[config.mk]
export PLATFORM = sky130hd
export DESIGN_NAME = light_sensor_auto_range
export DESIGN_NICKNAME = d
export VERILOG_FILES = /design/src/lsar_pkg.sv /design/src/light_sensor_auto_range.sv
export SDC_FILE = /design/constraint.sdc
export NUM_CORES = 1
export LEC_CHECK = 0
export BUFFER_PORTS_ARGS = -buffer_cell sky130_fd_sc_hd__buf_2
export CORE_MARGIN = 2
export CORE_UTILIZATION = 65
export CTS_CLUSTER_DIAMETER = 200
export CTS_CLUSTER_SIZE = 40
export DETAILED_ROUTE_END_ITERATION = 8
export GPL_TIMING_DRIVEN = 1
export PLACE_DENSITY = 0.95
export SKIP_LAST_GASP = 1
export SYNTH_ARGS = -nofsm -noshare
export SYNTH_HDL_FRONTEND = slang
export SYNTH_SLANG_ARGS = --single-unit
export TNS_END_PERCENT = 1
[constraint.sdc]
create_clock -name clk -period 5.5 [get_ports clk]
set_input_delay 0.825 -clock clk [delete_from_list [all_inputs] [get_ports clk]]
set_output_delay 0.825 -clock clk [all_outputs]
set_load 0.01 [all_outputs]
[src/lsar_pkg.sv]
// ----------------------------------------------------------------------------
// lsar_pkg
// Types, codes and constants shared by the light sensor auto-range block.
// ----------------------------------------------------------------------------
package lsar_pkg;

	localparam int COUNT_W = 16;
	localparam int LUX_W   = 31;
	localparam int GAIN_W  = 2;
	localparam int TIME_W  = 3;
	localparam int SHIFT_W = 4;
	localparam int CFG_IDX_W = 1;

	// Highest gain and integration-time steps.
	localparam logic [GAIN_W-1:0] GAIN_TOP = 2'd3;
	localparam logic [TIME_W-1:0] TIME_TOP = 3'd5;

	// Reset state: gain 1/8, 100 ms.
	localparam logic [GAIN_W-1:0] GAIN_RESET = 2'd0;
	localparam logic [TIME_W-1:0] TIME_RESET = 3'd2;

	// Resolution at gain 2 and 800 ms, in 0.0001 lux.
	localparam int LUX_BASE_UNITS = 36;

	localparam logic [COUNT_W-1:0] LOW_LIMIT_RESET  = 16'd100;
	localparam logic [COUNT_W-1:0] HIGH_LIMIT_RESET = 16'd10000;

	typedef enum logic [CFG_IDX_W-1:0] {
		REG_LOW_LIMIT  = 1'b0,
		REG_HIGH_LIMIT = 1'b1
	} cfg_reg_t;

	typedef enum logic [2:0] {
		ST_ADJUSTING = 3'd0,
		ST_VALID     = 3'd1,
		ST_VALID_MAX = 3'd2,
		ST_OVER      = 3'd3,
		ST_NOT_READY = 3'd4
	} status_t;

	typedef struct packed {
		logic               probe_ready;
		logic [COUNT_W-1:0] light_count;
	} sample_t;

	typedef struct packed {
		status_t            status;
		logic [GAIN_W-1:0]  gain_code;
		logic [TIME_W-1:0]  time_code;
		logic [LUX_W-1:0]   lux_value;
	} result_t;

	// Shift contributed by the gain step: 1/8, 1/4, 1, 2.
	function automatic logic [SHIFT_W-1:0] gain_shift(input logic [GAIN_W-1:0] g);
		logic [SHIFT_W-1:0] s;
		unique case (g)
			2'd0:    s = 4'd4;
			2'd1:    s = 4'd3;
			2'd2:    s = 4'd1;
			default: s = 4'd0;
		endcase
		return s;
	endfunction

	// Shift contributed by the integration time: 25 ms doubling to 800 ms.
	function automatic logic [SHIFT_W-1:0] time_shift(input logic [TIME_W-1:0] t);
		logic [SHIFT_W-1:0] s;
		if (t <= TIME_TOP) begin
			s = SHIFT_W'(TIME_TOP - t);
		end else begin
			s = '0;
		end
		return s;
	endfunction

endpackage

[src/light_sensor_auto_range.sv]
// ----------------------------------------------------------------------------
// light_sensor_auto_range
// Auto-ranging gain and integration-time controller for an ambient light
// sensor, with lux conversion.
//
// Each input item is one raw count taken at the settings currently in force.
// A count at or below the low limit raises the gain first, then the
// integration time; a count above the high limit shortens the integration
// time. A count inside the window, a low count at maximum sensitivity, or a
// high count at 25 ms is measured: lux = count * 36 << (gain shift + time
// shift), in units of 0.0001 lux, exact in 31 bits. Items that are not
// measured repeat the last lux. Every input item gives exactly one result
// item carrying the gain and time codes in effect after it. The block takes
// one item per cycle while the output is not stalled; an accepted item
// passes through the input register, then the result register. The rate is
// set by the update of the gain step, time step and last lux, which the next
// item reads. Configuration writes are always ready and take effect at once.
// ----------------------------------------------------------------------------
module light_sensor_auto_range (
	input  logic                                  clk,
	input  logic                                  arst_n,
	input  logic                                  in_valid,
	output logic                                  in_stall,
	input  lsar_pkg::sample_t                     in_data,
	output logic                                  out_valid,
	input  logic                                  out_stall,
	output lsar_pkg::result_t                     out_data,
	input  logic                                  cfg_valid,
	output logic                                  cfg_ready,
	input  logic [lsar_pkg::CFG_IDX_W-1:0]        cfg_index,
	input  logic [lsar_pkg::COUNT_W-1:0]          cfg_data
);
	import lsar_pkg::*;

	// Configuration registers.
	logic [COUNT_W-1:0] low_limit_q;
	logic [COUNT_W-1:0] high_limit_q;

	// Ranging state.
	logic [GAIN_W-1:0] gain_q;
	logic [TIME_W-1:0] time_q;
	logic [LUX_W-1:0]  lux_q;

	// Input register stage.
	logic    vld_s1;
	sample_t smp_s1;

	// Result register stage.
	logic    vld_s2;
	result_t res_s2;

	logic advance_s1;

	logic [GAIN_W-1:0]  gain_d;
	logic [TIME_W-1:0]  time_d;
	logic [LUX_W-1:0]   lux_d;
	status_t            status_d;
	logic [SHIFT_W-1:0] shift;
	logic [21:0]        scaled;
	logic [LUX_W-1:0]   measured;
	logic               is_low;
	logic               is_high;

	// ------------------------------------------------------------------
	// Configuration port: always ready; an unknown index is dropped.
	// ------------------------------------------------------------------
	assign cfg_ready = 1'b1;

	always_ff @(posedge clk or negedge arst_n) begin
		if (!arst_n) begin
			low_limit_q  <= LOW_LIMIT_RESET;
			high_limit_q <= HIGH_LIMIT_RESET;
		end else if (cfg_valid && cfg_ready) begin
			unique case (cfg_reg_t'(cfg_index))
				REG_LOW_LIMIT:  low_limit_q  <= cfg_data;
				REG_HIGH_LIMIT: high_limit_q <= cfg_data;
				default: ;
			endcase
		end
	end

	// ------------------------------------------------------------------
	// Flow control. The result register frees when it is empty or taken;
	// the input register moves on whenever the result register frees, so
	// a new item is taken while a finished result still waits.
	// ------------------------------------------------------------------
	assign advance_s1 = !vld_s2 || !out_stall;
	assign in_stall   = vld_s1 && !advance_s1;

	always_ff @(posedge clk or negedge arst_n) begin
		if (!arst_n) begin
			vld_s1 <= 1'b0;
		end else if (!in_stall) begin
			vld_s1 <= in_valid;
		end
	end

	always_ff @(posedge clk) begin
		if (in_valid && !in_stall) begin
			smp_s1 <= in_data;
		end
	end

	// ------------------------------------------------------------------
	// Ranging decision and lux conversion for the item in the input
	// register. The low-count test wins when the limits overlap.
	// ------------------------------------------------------------------
	assign shift    = gain_shift(gain_q) + time_shift(time_q);
	// count * 36 = count * 32 + count * 4
	assign scaled   = {1'b0, smp_s1.light_count, 5'd0} + {4'd0, smp_s1.light_count, 2'd0};
	assign measured = LUX_W'({9'd0, scaled} << shift);
	assign is_low   = smp_s1.light_count <= low_limit_q;
	assign is_high  = smp_s1.light_count > high_limit_q;

	always_comb begin
		gain_d   = gain_q;
		time_d   = time_q;
		lux_d    = lux_q;
		status_d = ST_ADJUSTING;
		priority if (!smp_s1.probe_ready) begin
			status_d = ST_NOT_READY;
		end else if (is_low) begin
			priority if (gain_q < GAIN_TOP) begin
				gain_d = gain_q + 1'b1;
			end else if (time_q < TIME_TOP) begin
				time_d = time_q + 1'b1;
			end else begin
				// Maximum sensitivity: measure the low count anyway.
				lux_d    = measured;
				status_d = ST_VALID_MAX;
			end
		end else if (is_high) begin
			if (time_q != '0) begin
				time_d = time_q - 1'b1;
			end else begin
				// Shortest integration time: report over range.
				lux_d    = measured;
				status_d = ST_OVER;
			end
		end else begin
			lux_d    = measured;
			status_d = ST_VALID;
		end
	end

	// Advance the ranging state once per item leaving the input register.
	always_ff @(posedge clk or negedge arst_n) begin
		if (!arst_n) begin
			gain_q <= GAIN_RESET;
			time_q <= TIME_RESET;
			lux_q  <= '0;
		end else if (vld_s1 && advance_s1) begin
			gain_q <= gain_d;
			time_q <= time_d;
			lux_q  <= lux_d;
		end
	end

	// ------------------------------------------------------------------
	// Result register.
	// ------------------------------------------------------------------
	always_ff @(posedge clk or negedge arst_n) begin
		if (!arst_n) begin
			vld_s2 <= 1'b0;
		end else if (advance_s1) begin
			vld_s2 <= vld_s1;
		end
	end

	always_ff @(posedge clk) begin
		if (vld_s1 && advance_s1) begin
			res_s2.status    <= status_d;
			res_s2.gain_code <= gain_d;
			res_s2.time_code <= time_d;
			res_s2.lux_value <= lux_d;
		end
	end

	assign out_valid = vld_s2;
	assign out_data  = res_s2;

endmodule

# Word-level counts from Yosys, hierarchy flattened
# Index checks and enable logic that the tools add are counted.
[totals]
ff_bits = 126
[op_classes]
bitwise = 1
add_sub_neg = 6
eq_ne = 2
n_lt_le_gt_ge = 5
n_mux = 22
shifts = 1
n_reduce_logical = 12
[op_table]
columns = ["operator", "count"]
rows = [
  ["31-bit 2-to-1 mux", 6],
  ["22-bit by 4-bit left shift with 31-bit output", 1],
  ["3-bit 2-to-1 mux", 8],
  ["21-bit by 18-bit adder with 22-bit output", 1],
  ["16-bit > comparator", 1],
  ["16-bit <= comparator", 1],
  ["2-bit 2-to-1 mux", 6],
  ["3-bit one-hot mux with 3 select lines", 1],
  ["4-bit adder", 1],
  ["1-bit zero test", 4],
  ["4-bit 2-to-1 mux", 1],
  ["2-bit AND reduction", 2],
  ["3-bit by 3-bit subtractor with 4-bit output (first input constant)", 1],
  ["3-bit by 1-bit adder with 3-bit output (second input constant)", 1],
  ["3-bit <= comparator (second input constant)", 1],
  ["1-bit logical AND", 3],
  ["3-bit < comparator (second input constant)", 1],
  ["3-bit nonzero test", 1],
  ["3-bit by 1-bit subtractor with 3-bit output (second input constant)", 1],
  ["2-bit by 1-bit adder with 2-bit output (second input constant)", 1],
  ["2-bit by 1-bit equality test with 1-bit output (second input constant)", 1],
  ["2-bit equality test (second input constant)", 1],
  ["2-bit zero test", 1],
  ["2-bit < comparator (second input constant)", 1],
  ["other kinds (2)", 2],
]

# Longest topological paths before layout
# Gate-level depths: netlist of the first run.
[depth]
word_depth = 8
mapped_depth = 15
depth_no_buf = 14

# Least setup slack after synthesis of the first run
# No wires, ideal clock.
[synth_timing]
path_kind = "register to register"
from = "reg time_q[1]"
to = "reg res_s2 (netlist bit out_data[20]) (data pin)"
n_path_buf = 2
required_ps = 5236
period_less_slack_ps = 3427
t_arrival_ps = 3163
setup_ps = 264
path_slack_ps = 2073
stages_incl_launch_ff = 13
cell_sequence = "dfstp_2 inv_1 ha_1 nand2b_1 and2_1 ha_1 clkbuf_1 clkbuf_1 mux2_2 mux4_2 and2_0 a31oi_1 o21ai_1"
[synth_between]
elab_chain_len = 8
elab_cells_between_ends = 13
[synth_rtl]
columns = ["element", "line_no", "rtl"]
rows = [
  ["start: declaration", "light_sensor_auto_range.sv:41", "logic [TIME_W-1:0] time_q;"],
  ["start signal: assignment", "light_sensor_auto_range.sv:154", "time_q <= time_d;"],
  ["3-bit by 3-bit subtractor with 4-bit output or 3-bit <= comparator (tied branches)", "lsar_pkg.sv:69, lsar_pkg.sv:68", ""],
  ["4-bit 2-to-1 mux", "lsar_pkg.sv:68", "if (t <= TIME_TOP) begin"],
  ["4-bit adder", "light_sensor_auto_range.sv:108", "assign shift = gain_shift(gain_q) + time_shift(time_q);"],
  ["22-bit by 4-bit left shift with 31-bit output", "light_sensor_auto_range.sv:111", "assign measured = LUX_W'({9'd0, scaled} << shift);"],
  ["31-bit 2-to-1 mux, on equally long branches", "light_sensor_auto_range.sv:133, light_sensor_auto_range.sv:125", ""],
  ["31-bit 2-to-1 mux, on equally long branches", "light_sensor_auto_range.sv:132, light_sensor_auto_range.sv:123", ""],
  ["31-bit 2-to-1 mux (*)", "light_sensor_auto_range.sv:122", "end else if (is_low) begin"],
  ["31-bit 2-to-1 mux (*)", "light_sensor_auto_range.sv:120", "priority if (!smp_s1.probe_ready) begin"],
  ["net lux_d[20]", "light_sensor_auto_range.sv:56", "logic [LUX_W-1:0] lux_d;"],
  ["end: declaration", "light_sensor_auto_range.sv:50", "result_t res_s2;"],
]
# Mark *: on every way through the listed nets, which the timed path passes. The rest lies on a longest branch.
# A chain may end at the register's enable or synchronous reset.

# Worst setup path after layout of the first run
[layout_timing]
from = "reg time_q[1]"
to = "reg res_s2 (netlist bit out_data[15]) (data pin)"
# The elaborated chain is that of the path after synthesis.

==> flow_summary.json, run 1 <==
{
  "status": "completed",
  "grt_pass1_wl_mm": 33.3,
  "clkTransAtPathRegs_ns": 0.05,
  "synthToLayoutAreaGrowth_pct": 14.5,
  "min_period_ns": 4.09,
  "synth_ff_type": "dfrtp_1",
  "postSynthAreaPerCell_um2": 9.44,
  "vias_per_cell": 6.33,
  "yosysTopAreaCell": "edfxtp_1",
  "ys_seq_elements": 126,
  "synthArstFlopShare_pct": 55.6,
  "die_w_um": 115,
  "die_h_um": 115,
  "cts_resized": 0,
  "cts_buffer_depth": 2,
  "rsz0062_at_grt": "no",
  "drive_gt1_share_pct": 19.1,
  "cp-start-kind": "flip-flop",
  "synth_area_mm2": 0.00806,
  "critPathBufInv": 3,
  "setup_viol": 0,
  "holdPathStages": 1,
  "worstSetupStartpoint": "time_q[1]$_DFFE_PN1P_",
  "ios": 81,
  "cts_sinks": 126,
  "numCtsBuffers": 17,
  "slew_headroom_pct": 38.5,
  "routed_wl_mm": 20.4,
  "synth_top_area_share_pct": 20.9,
  "first_iter_violations": 617,
  "max_cap_violations": 0,
  "critical_path_class": "flip-flop to flip-flop",
  "root_buffer": "clkbuf_16",
  "r2r-end": "out_data[15]$_DFFE_PP_",
  "skew_ns": 0.0197,
  "r2r_setup_slack_ns": 1.41,
  "r2r_start": "time_q[1]$_DFFE_PN1P_",
  "fin_nets": 1024,
  "avgRoutedWirePerCell_um": 18.4,
  "place.gp.congestion": 0.945,
  "netlist_instances": 854,
  "dpl-instance-area_mm2": 0.00859,
  "route.detailed.drc": 0,
  "ys_seq_area_share_pct": 42.7,
  "worstMarginPinSlew_ns": 0.923,
  "synth_cell_types": 82,
  "start_util_pct": 66.8,
  "synth_commonest_cells": "nand2_1, o21ai_0, dfrtp_1",
  "synth.most_common_cell": "nand2_1",
  "maxSlewViolCount": 0,
  "dr_total_vias": 6998,
  "clk_latency_ns": 0.43,
  "holdCritPathClass": "flip-flop to flip-flop",
  "crit_top_cell": "o21ai_0",
  "critical-path-top-delay-family": "simple AND/OR/NAND/NOR gates",
  "design_area_mm2": 0.00923,
  "crit_chain": "inv_1 > ha_1 > nand2b_1 > and2_1 > ha_1 > fa_1 > buf_4 > inv_1 > nand2_1 > nor4_1 > nor4_1 > o21ai_0 > mux2i_1 > o21ai_0 > o21ai_0",
  "drt-pass1-iter-count": 5,
  "hpwlAfterDp_mm": 13.9,
  "rows": 40,
  "cp.arrival_ns": 4.23,
  "syn_nets": 953,
  "gr-total-overflow": 0,
  "min-delay-start": "lux_q[0]$_DFFE_PN0P_",
  "synth_warnings": 0,
  "required_ns": 5.65,
  "hold_viol_final": 0,
  "final_util_pct": 76.5,
  "grt_pass1_vias": 6834,
  "max_clock_freq_mhz": 245,
  "fin_setup_tns_ns": 0,
  "cts-hold-fix-buffers": 0,
  "cp_max_fo": 28,
  "grtUsageTotal_pct": 32.2,
  "hold_path_end": "lux_q[0]$_DFFE_PN0P_",
  "antenna_cells": 0,
  "cts_max_level": 4,
  "grt_max_degree": 71,
  "slowest_delay_ns": 0.57,
  "antenna_found_initial": 0,
  "fp.coreArea_mm2": 0.0121,
  "port_buffers": 79,
  "tritoncts": "yes",
  "cp_slowest_cell": "dfstp_2",
  "post-cts-setup-buffers": 0,
  "rr_worst_depth": 15,
  "die_area_mm2": 0.0133,
  "ant_nets": 0,
  "synth_edf_count": 56,
  "whs_ns": 0.472,
  "worst_setup_path_end_kind": "flip-flop",
  "final.period_utilization_pct": 74.3,
  "synth_area_leaders": "edfxtp_1, dfrtp_1, ha_1"
}
-- flip-flops by register name, summed over array words and instances, names as in the netlist --
name          cells
low_limit_q      16
high_limit_q     16
out_data         39
vld_s1            1
lux_q            31
smp_s1           17
time_q            3
gain_q            2
out_valid         1
-- placed cells by master (no fill, tap or decap), types with 4 or more instances in the layout --
cell type  synthesis  routed
ha_1              58      58
or3_1              4       4
nand2_1          131     131
nand2b_1          12      12
dfstp_2            9       9
clkbuf_16          0      17
o31ai_1            6       6
and2_1            11      11
and3_1             8       8
a21oi_1           42      42
o211ai_1           7       7
inv_1             52      52
dfrtp_1           61      61
edfxtp_1          56      56
nor3_1            13      13
nor4_1             5       5
bufinv_16          0       4
xnor2_1           12      11
nand3_1           12      12
xor2_1             6       6
buf_4              3      11
nand4_1            9       9
a31oi_1            6       6
nor2_1            52      52
mux2i_1           17      17
o21ai_0           94      94
o21a_1             4       4
a21o_1            13      13
o21ai_1            8       8
a211oi_1           6       6
buf_2              8      79
mux2_2            31      31
-- layout make-up --
type | count | area [µm²]
tap | 168 | 210
sequential | 126 | 3440
clock buffer | 21 | 470
fill | 737 | 2830
clock inverter | 11 | 164
inverter | 53 | 199
multi-input combinational | 637 | 4260
timing repair buffer | 90 | 478
-- worst reg2reg max path: cells and delay by family (launching register included) --
family                   cells  cell delay, ns
buffers and inverters        3            0.73
AO/OA/AOI/OAI                3            0.55
adder cells (fa/ha/maj)      3            0.89
AND/OR/NAND/NOR              5            0.93
flip-flops                   1            0.57
multiplexers                 1            0.15
-- per-stage QoR --
step / std cells / worst slack [ns]
after floorplan: 854 / 2.07
after global placement: 1074 / 1.66
after detailed placement: 1074 / 1.52
after CTS: 1106 / 1.50
after global routing: 1106 / 1.13
final: 1106 / 1.41
-- cell families (layout without fill, tap and decap cells) --
family	Yosys count	in the layout	share of synthesized area (%)
AND/OR/NAND/NOR	272	272	15.2
AO/OA/AOI/OAI	236	236	19.1
flip-flops	126	126	42.7
buffers and inverters	91	175	4.50
adder cells (fa/ha/maj)	60	60	9.50
multiplexers	50	50	7.00
XOR/XNOR	18	18	1.96
other	1	1	0.0465
-- worst max-delay path by stage --
stage                                         to  slack [ns]  cells after the start
final                     out_data[15]$_DFFE_PP_        1.41                     15
after global routing      out_data[15]$_DFFE_PP_        1.13                     15
after CTS                 out_data[15]$_DFFE_PP_        1.50                     15
after detailed placement  out_data[15]$_DFFE_PP_        1.52                     15
after global placement    out_data[19]$_DFFE_PP_        1.66                     15
after floorplan           out_data[20]$_DFFE_PP_        2.07                     12
-- layer usage --
metal  GRT usage [%]  vias up  routed length, µm
met4            16.1        0                728
met1            39.6     3355               8040
li1                -     3211                  -
met3            5.85       70               1470
met5               0        -                  0
met2            54.5      362              10100
Power of run 1 is not shown: default switching activity piles up to over one toggle a cycle in this logic, so the estimate is an artifact.
==> run 2, diff against run 1 <==
--- a/config.mk
+++ b/config.mk
@@ -7,12 +7,12 @@
 export LEC_CHECK = 0
 export BUFFER_PORTS_ARGS = -buffer_cell sky130_fd_sc_hd__buf_2
 export CORE_MARGIN = 2
-export CORE_UTILIZATION = 65
+export CORE_UTILIZATION = 54
 export CTS_CLUSTER_DIAMETER = 200
 export CTS_CLUSTER_SIZE = 40
 export DETAILED_ROUTE_END_ITERATION = 8
 export GPL_TIMING_DRIVEN = 1
-export PLACE_DENSITY = 0.95
+export PLACE_DENSITY = 0.85
 export SKIP_LAST_GASP = 1
 export SYNTH_ARGS = -nofsm -noshare
 export SYNTH_HDL_FRONTEND = slang
==> constraint.sdc (replaced) <==
create_clock -name clk -period 3.4 [get_ports clk]
set_input_delay 0.51 -clock clk [delete_from_list [all_inputs] [get_ports clk]]
set_output_delay 0.51 -clock clk [all_outputs]
set_load 0.01 [all_outputs]
==> flow_summary.json, run 2 (synthesis results as in run 1) <==
{
  "hold_path_end": "smp_s1[5]$_DFFE_PP_",
  "holdCritPathClass": "input pin to flip-flop",
  "critPathBufInv": 4,
  "ant_nets": 0,
  "slowest_delay_ns": 0.53,
  "multi_input_area_mm2": 0.00431,
  "max_clock_freq_mhz": 301,
  "hpwlAfterDp_mm": 15.0,
  "hold_viol_final": 0,
  "cp-start-kind": "flip-flop",
  "max_cap_violations": 0,
  "antenna_found_initial": 0,
  "place.gp.congestion": 1.00,
  "fin_nets": 1074,
  "avgRoutedWirePerCell_um": 18.1,
  "rows": 44,
  "fillers": 1098,
  "fp.coreArea_mm2": 0.0145,
  "die_h_um": 126,
  "route.detailed.drc": 0,
  "rsz0062_at_grt": "yes",
  "die_area_mm2": 0.0159,
  "critical_path_class": "flip-flop to flip-flop",
  "grtUsageTotal_pct": 27.0,
  "slew_headroom_pct": 37.6,
  "seq_area_mm2": 0.00344,
  "root_buffer": "clkbuf_16",
  "first_iter_violations": 587,
  "antenna_cells": 0,
  "grt_pass1_wl_mm": 34.5,
  "required_ns": 3.68,
  "clk_latency_ns": 0.44,
  "gr-total-overflow": 0,
  "rr_worst_depth": 15,
  "cp.arrival_ns": 3.60,
  "synthToLayoutAreaGrowth_pct": 20.0,
  "setup_ws_ns": 0.0754,
  "drt-pass1-iter-count": 5,
  "setup_viol": 0,
  "dp_slack_ns": -0.0337,
  "min_period_ns": 3.32,
  "drive_gt1_share_pct": 24.1,
  "grt_pass1_vias": 7178,
  "holdPathStages": 1,
  "crit_top_cell": "buf_4",
  "r2r_setup_slack_ns": 0.08,
  "grt_max_degree": 71,
  "final_cell_mix": "nand2_1, o21ai_0, buf_2",
  "start_util_pct": 55.5,
  "port_buffers": 79,
  "skew_ns": 0.00947,
  "die_w_um": 126,
  "maxSlewViolCount": 0,
  "dr_total_vias": 7049,
  "largest_register_ffs": 39,
  "cp_slowest_cell": "dfstp_2",
  "critical-path-top-delay-family": "adder cells",
  "vias_per_cell": 6.01,
  "cp_max_fo": 10,
  "cts_buffer_depth": 2,
  "final_common_cell": "nand2_1",
  "clkTransAtPathRegs_ns": 0.06,
  "routed_wl_mm": 21.2,
  "status": "completed",
  "ios": 81,
  "cts_max_level": 4,
  "tritoncts": "yes",
  "worstMarginPinSlew_ns": 0.936,
  "r2r-end": "out_data[23]$_DFFE_PP_",
  "r2r_start": "time_q[1]$_DFFE_PN1P_",
  "min-delay-start": "in_data[5]",
  "cts-hold-fix-buffers": 0,
  "cts_sinks": 126,
  "worst_setup_path_end_kind": "flip-flop",
  "final.period_utilization_pct": 97.8,
  "crit_chain": "inv_1 > ha_1 > nand2b_4 > and2_1 > ha_1 > fa_2 > xnor2_2 > buf_4 > buf_4 > nor3_1 > o21ba_1 > buf_4 > nand2_1 > o2bb2ai_1 > o21ai_0",
  "numCtsBuffers": 17
}
-- run 2: changes by cell type in the layout (fill, tap and decap cells not counted), sizes merged --
cell	previous run	this run
clkinv	5	4
bufinv	4	3
buf	90	140
inv	52	56
clkbuf	21	19
-- run 2: worst max-delay path by stage --
stage	startpoint	end	slack, ns	cells past startpoint
after floorplan	time_q[1]$_DFFE_PN1P_	out_data[26]$_DFFE_PP_	0.03	14
after global placement	time_q[1]$_DFFE_PN1P_	out_data[29]$_DFFE_PP_	0.05	13
after detailed placement	time_q[1]$_DFFE_PN1P_	out_data[29]$_DFFE_PP_	-0.03	13
after CTS	time_q[1]$_DFFE_PN1P_	out_data[29]$_DFFE_PP_	-0.04	13
after global routing	time_q[1]$_DFFE_PN1P_	out_data[22]$_DFFE_PP_	-0.08	16
final	time_q[1]$_DFFE_PN1P_	out_data[23]$_DFFE_PP_	0.08	15
-- run 2: repair_timing --
action,CTS,global route
pin swaps,0,6
buffers inserted,0,2
resized for setup,3,11
setup endpoints to repair,8,39
-- run 2: final cells by class --
type,count,share of cell area [%]
inverter,53,2.06
sequential,126,35.6
multi-input combinational,637,44.5
timing repair buffer,140,9.32
clock inverter,13,1.67
tap,184,2.38
clock buffer,19,4.47
-- run 2: worst reg2reg max path, delay by kind of cell, from the launching register on --
| kind | cells | cell delay (ns) |
|---|---|---|
| XOR/XNOR | 1 | 0.16 |
| buffers and inverters | 4 | 0.48 |
| AO/OA/AOI/OAI | 3 | 0.54 |
| flip-flops | 1 | 0.53 |
| adder cells (fa/ha/maj) | 3 | 0.77 |
| AND/OR/NAND/NOR | 4 | 0.69 |
-- run 2: per-stage QoR --
| stage | std cells | util [%] | TNS (ns) | area (µm²) | hold slack [ns] |
|---|---|---|---|---|---|
| 2_1_floorplan | 854 | - | 0 | 8060 | 0.214 |
| 3_5_place_dp | 1138 | 62.0 | -0.0630 | 9010 | 0.467 |
| 5_1_grt | 1172 | 66.6 | -0.719 | 9680 | 0.246 |
| 6_report | 1172 | 66.6 | 0 | 9680 | 0.250 |
| 4_1_cts | 1170 | 66.1 | -0.113 | 9610 | 0.241 |
| 3_3_place_gp | 1138 | 62.0 | 0 | 9010 | 0.461 |
-- run 2: metal layers --
layer / vias to the layer above / part of all wire [%] / GRT usage (%)
met5: - / 0 / 0
met3: 78 / 6.5 / 5.99
li1: 3317 / - / -
met2: 321 / 50 / 46.9
met4: 0 / 3.8 / 11.7
met1: 3333 / 39 / 32.4
Power of run 2 is left out for the same reason.
==> run 3, diff against run 2 <==
--- a/config.mk
+++ b/config.mk
@@ -6,6 +6,7 @@
 export NUM_CORES = 1
 export LEC_CHECK = 0
 export BUFFER_PORTS_ARGS = -buffer_cell sky130_fd_sc_hd__buf_2
+export CORE_ASPECT_RATIO = 1.25
 export CORE_MARGIN = 2
 export CORE_UTILIZATION = 54
 export CTS_CLUSTER_DIAMETER = 200
==> flow_summary.json, run 3 (synthesis results as in run 1) <==
{
  "status": "completed",
  "clk_latency_ns": 0.42,
  "cp-start-kind": "flip-flop",
  "synthToLayoutAreaGrowth_pct": 20.9,
  "cp_slowest_cell": "dfstp_2",
  "fillers": 1099,
  "die_h_um": 141,
  "worstMarginPinSlew_ns": 0.849,
  "route.detailed.drc": 0,
  "fin_setup_tns_ns": 0,
  "die_w_um": 113,
  "crit_top_cell": "ha_2",
  "skew_ns": 0.00817,
  "rows": 49,
  "dr_total_vias": 6968,
  "routed_wl_mm": 20.5,
  "ant_nets": 0,
  "drt-pass1-iter-count": 5,
  "fin_nets": 1081,
  "numCtsBuffers": 17,
  "final_cell_mix": "nand2_1, o21ai_0, buf_2",
  "grtUsageTotal_pct": 26.5,
  "critical_path_class": "flip-flop to flip-flop",
  "critPathBufInv": 1,
  "cp_max_fo": 4,
  "antenna_found_initial": 0,
  "grt_pass1_vias": 6928,
  "final.period_utilization_pct": 99.4,
  "cts_max_level": 4,
  "start_util_pct": 55.7,
  "clkTransAtPathRegs_ns": 0.06,
  "avgRoutedWirePerCell_um": 17.5,
  "die_area_mm2": 0.0159,
  "ios": 81,
  "tritoncts": "yes",
  "required_ns": 3.57,
  "slowest_delay_ns": 0.52,
  "hpwlAfterDp_mm": 15.0,
  "slew_headroom_pct": 43.4,
  "max_clock_freq_mhz": 296,
  "final_common_cell": "nand2_1",
  "worst_setup_path_end_kind": "flip-flop",
  "max_cap_violations": 0,
  "vias_per_cell": 5.94,
  "seq_area_mm2": 0.00344,
  "cts_buffer_depth": 2,
  "cts_sinks": 126,
  "first_iter_violations": 641,
  "holdCritPathClass": "input pin to asynchronous set/reset pin",
  "final_util_pct": 67.4,
  "setup_viol": 0,
  "dpl-instance-area_mm2": 0.00908,
  "crit_chain": "inv_1 > ha_2 > nand2b_4 > and2_1 > ha_2 > fa_2 > xnor2_2 > nand2_1 > a2111o_1 > o211ai_1 > o21ba_4 > a32o_2 > mux2_2",
  "gr-total-overflow": 0,
  "port_buffers": 79,
  "grt_max_degree": 53,
  "rsz0062_at_grt": "yes",
  "design_area_mm2": 0.00975,
  "min_period_ns": 3.38,
  "place.gp.congestion": 0.929,
  "antenna_cells": 0,
  "critical-path-top-delay-family": "compound AO/OA/AOI/OAI gates",
  "drive_gt1_share_pct": 25.2,
  "largest_register_ffs": 39,
  "fp.coreArea_mm2": 0.0145,
  "root_buffer": "clkbuf_16",
  "whs_ns": 0.184,
  "hold_viol_final": 0,
  "cp.arrival_ns": 3.55,
  "grt_pass1_wl_mm": 33.5,
  "multi_input_area_mm2": 0.00433,
  "maxSlewViolCount": 0
}
## run 3: changes by cell type in the layout (fill, tap and decap cells not counted), sizes merged
| cell | change |
|---|---|
| inv | -4 |
| clkbuf | +3 |
| buf | +7 |
| bufinv | -1 |
| clkinvlp | +2 |
## run 3: routing by layer
| layer | vias up | track usage (%) | wire (µm) |
|---|---|---|---|
| met1 | 3330 | 30.8 | 8270 |
| met3 | 75 | 4.77 | 760 |
| met5 | - | 0 | 0 |
| met4 | 0 | 13.9 | 1020 |
| met2 | 230 | 46.5 | 10500 |
| li1 | 3333 | - | - |
## run 3: what timing repair did
| item | CTS | global route |
|---|---|---|
| gates resized for setup | 3 | 21 |
| pin swaps | 0 | 5 |
| buffers inserted | 0 | 1 |
| hold buffers | 0 | 0 |
| endpoints found under the setup margin | 10 | 53 |
| endpoints found under the hold margin | 0 | 0 |
## run 3: cell type report
cell class | instances | area share (%)
clock buffer | 22 | 4.86
clock inverter | 10 | 1.16
inverter | 53 | 2.04
multi-input combinational | 637 | 44.4
sequential | 126 | 35.3
tap | 178 | 2.28
timing repair buffer | 147 | 9.92
## run 3: worst paths after layout
check | to | cells after the start | startpoint | slack, ns
setup / recovery | out_data[29]$_DFFE_PP_ | 13 | time_q[1]$_DFFE_PN1P_ | 0.02
hold / removal | low_limit_q[1]$_DFFE_PN0P_ | 1 | arst_n | 0.18
setup reg to reg | out_data[29]$_DFFE_PP_ | 13 | time_q[1]$_DFFE_PN1P_ | 0.02
hold reg to reg | lux_q[18]$_DFFE_PN0P_ | 2 | lux_q[18]$_DFFE_PN0P_ | 0.48
max in group asynchronous | lux_q[16]$_DFFE_PN0P_ | 2 | arst_n | 2.52
min in group clk | smp_s1[13]$_DFFE_PP_ | 1 | in_data[13] | 0.26
## run 3: through the flow
stage,cells,worst slack (ns)
2_1_floorplan,854,0.0285
6_report,1173,0.0204
5_1_grt,1173,-0.0955
4_1_cts,1172,-0.0592
3_5_place_dp,1140,-0.0766
3_3_place_gp,1140,-0.106
## run 3: worst reg2reg max path: stages (launching register included)
cell and delay, ns:
dfstp_2 0.52, inv_1 0.06, ha_2 0.18, nand2b_4 0.14, and2_1 0.15, ha_2 0.18
fa_2 0.42, xnor2_2 0.23, nand2_1 0.10, a2111o_1 0.31, o211ai_1 0.10, o21ba_4 0.18
a32o_2 0.28, mux2_2 0.27
Power of run 3 is left out for the same reason.
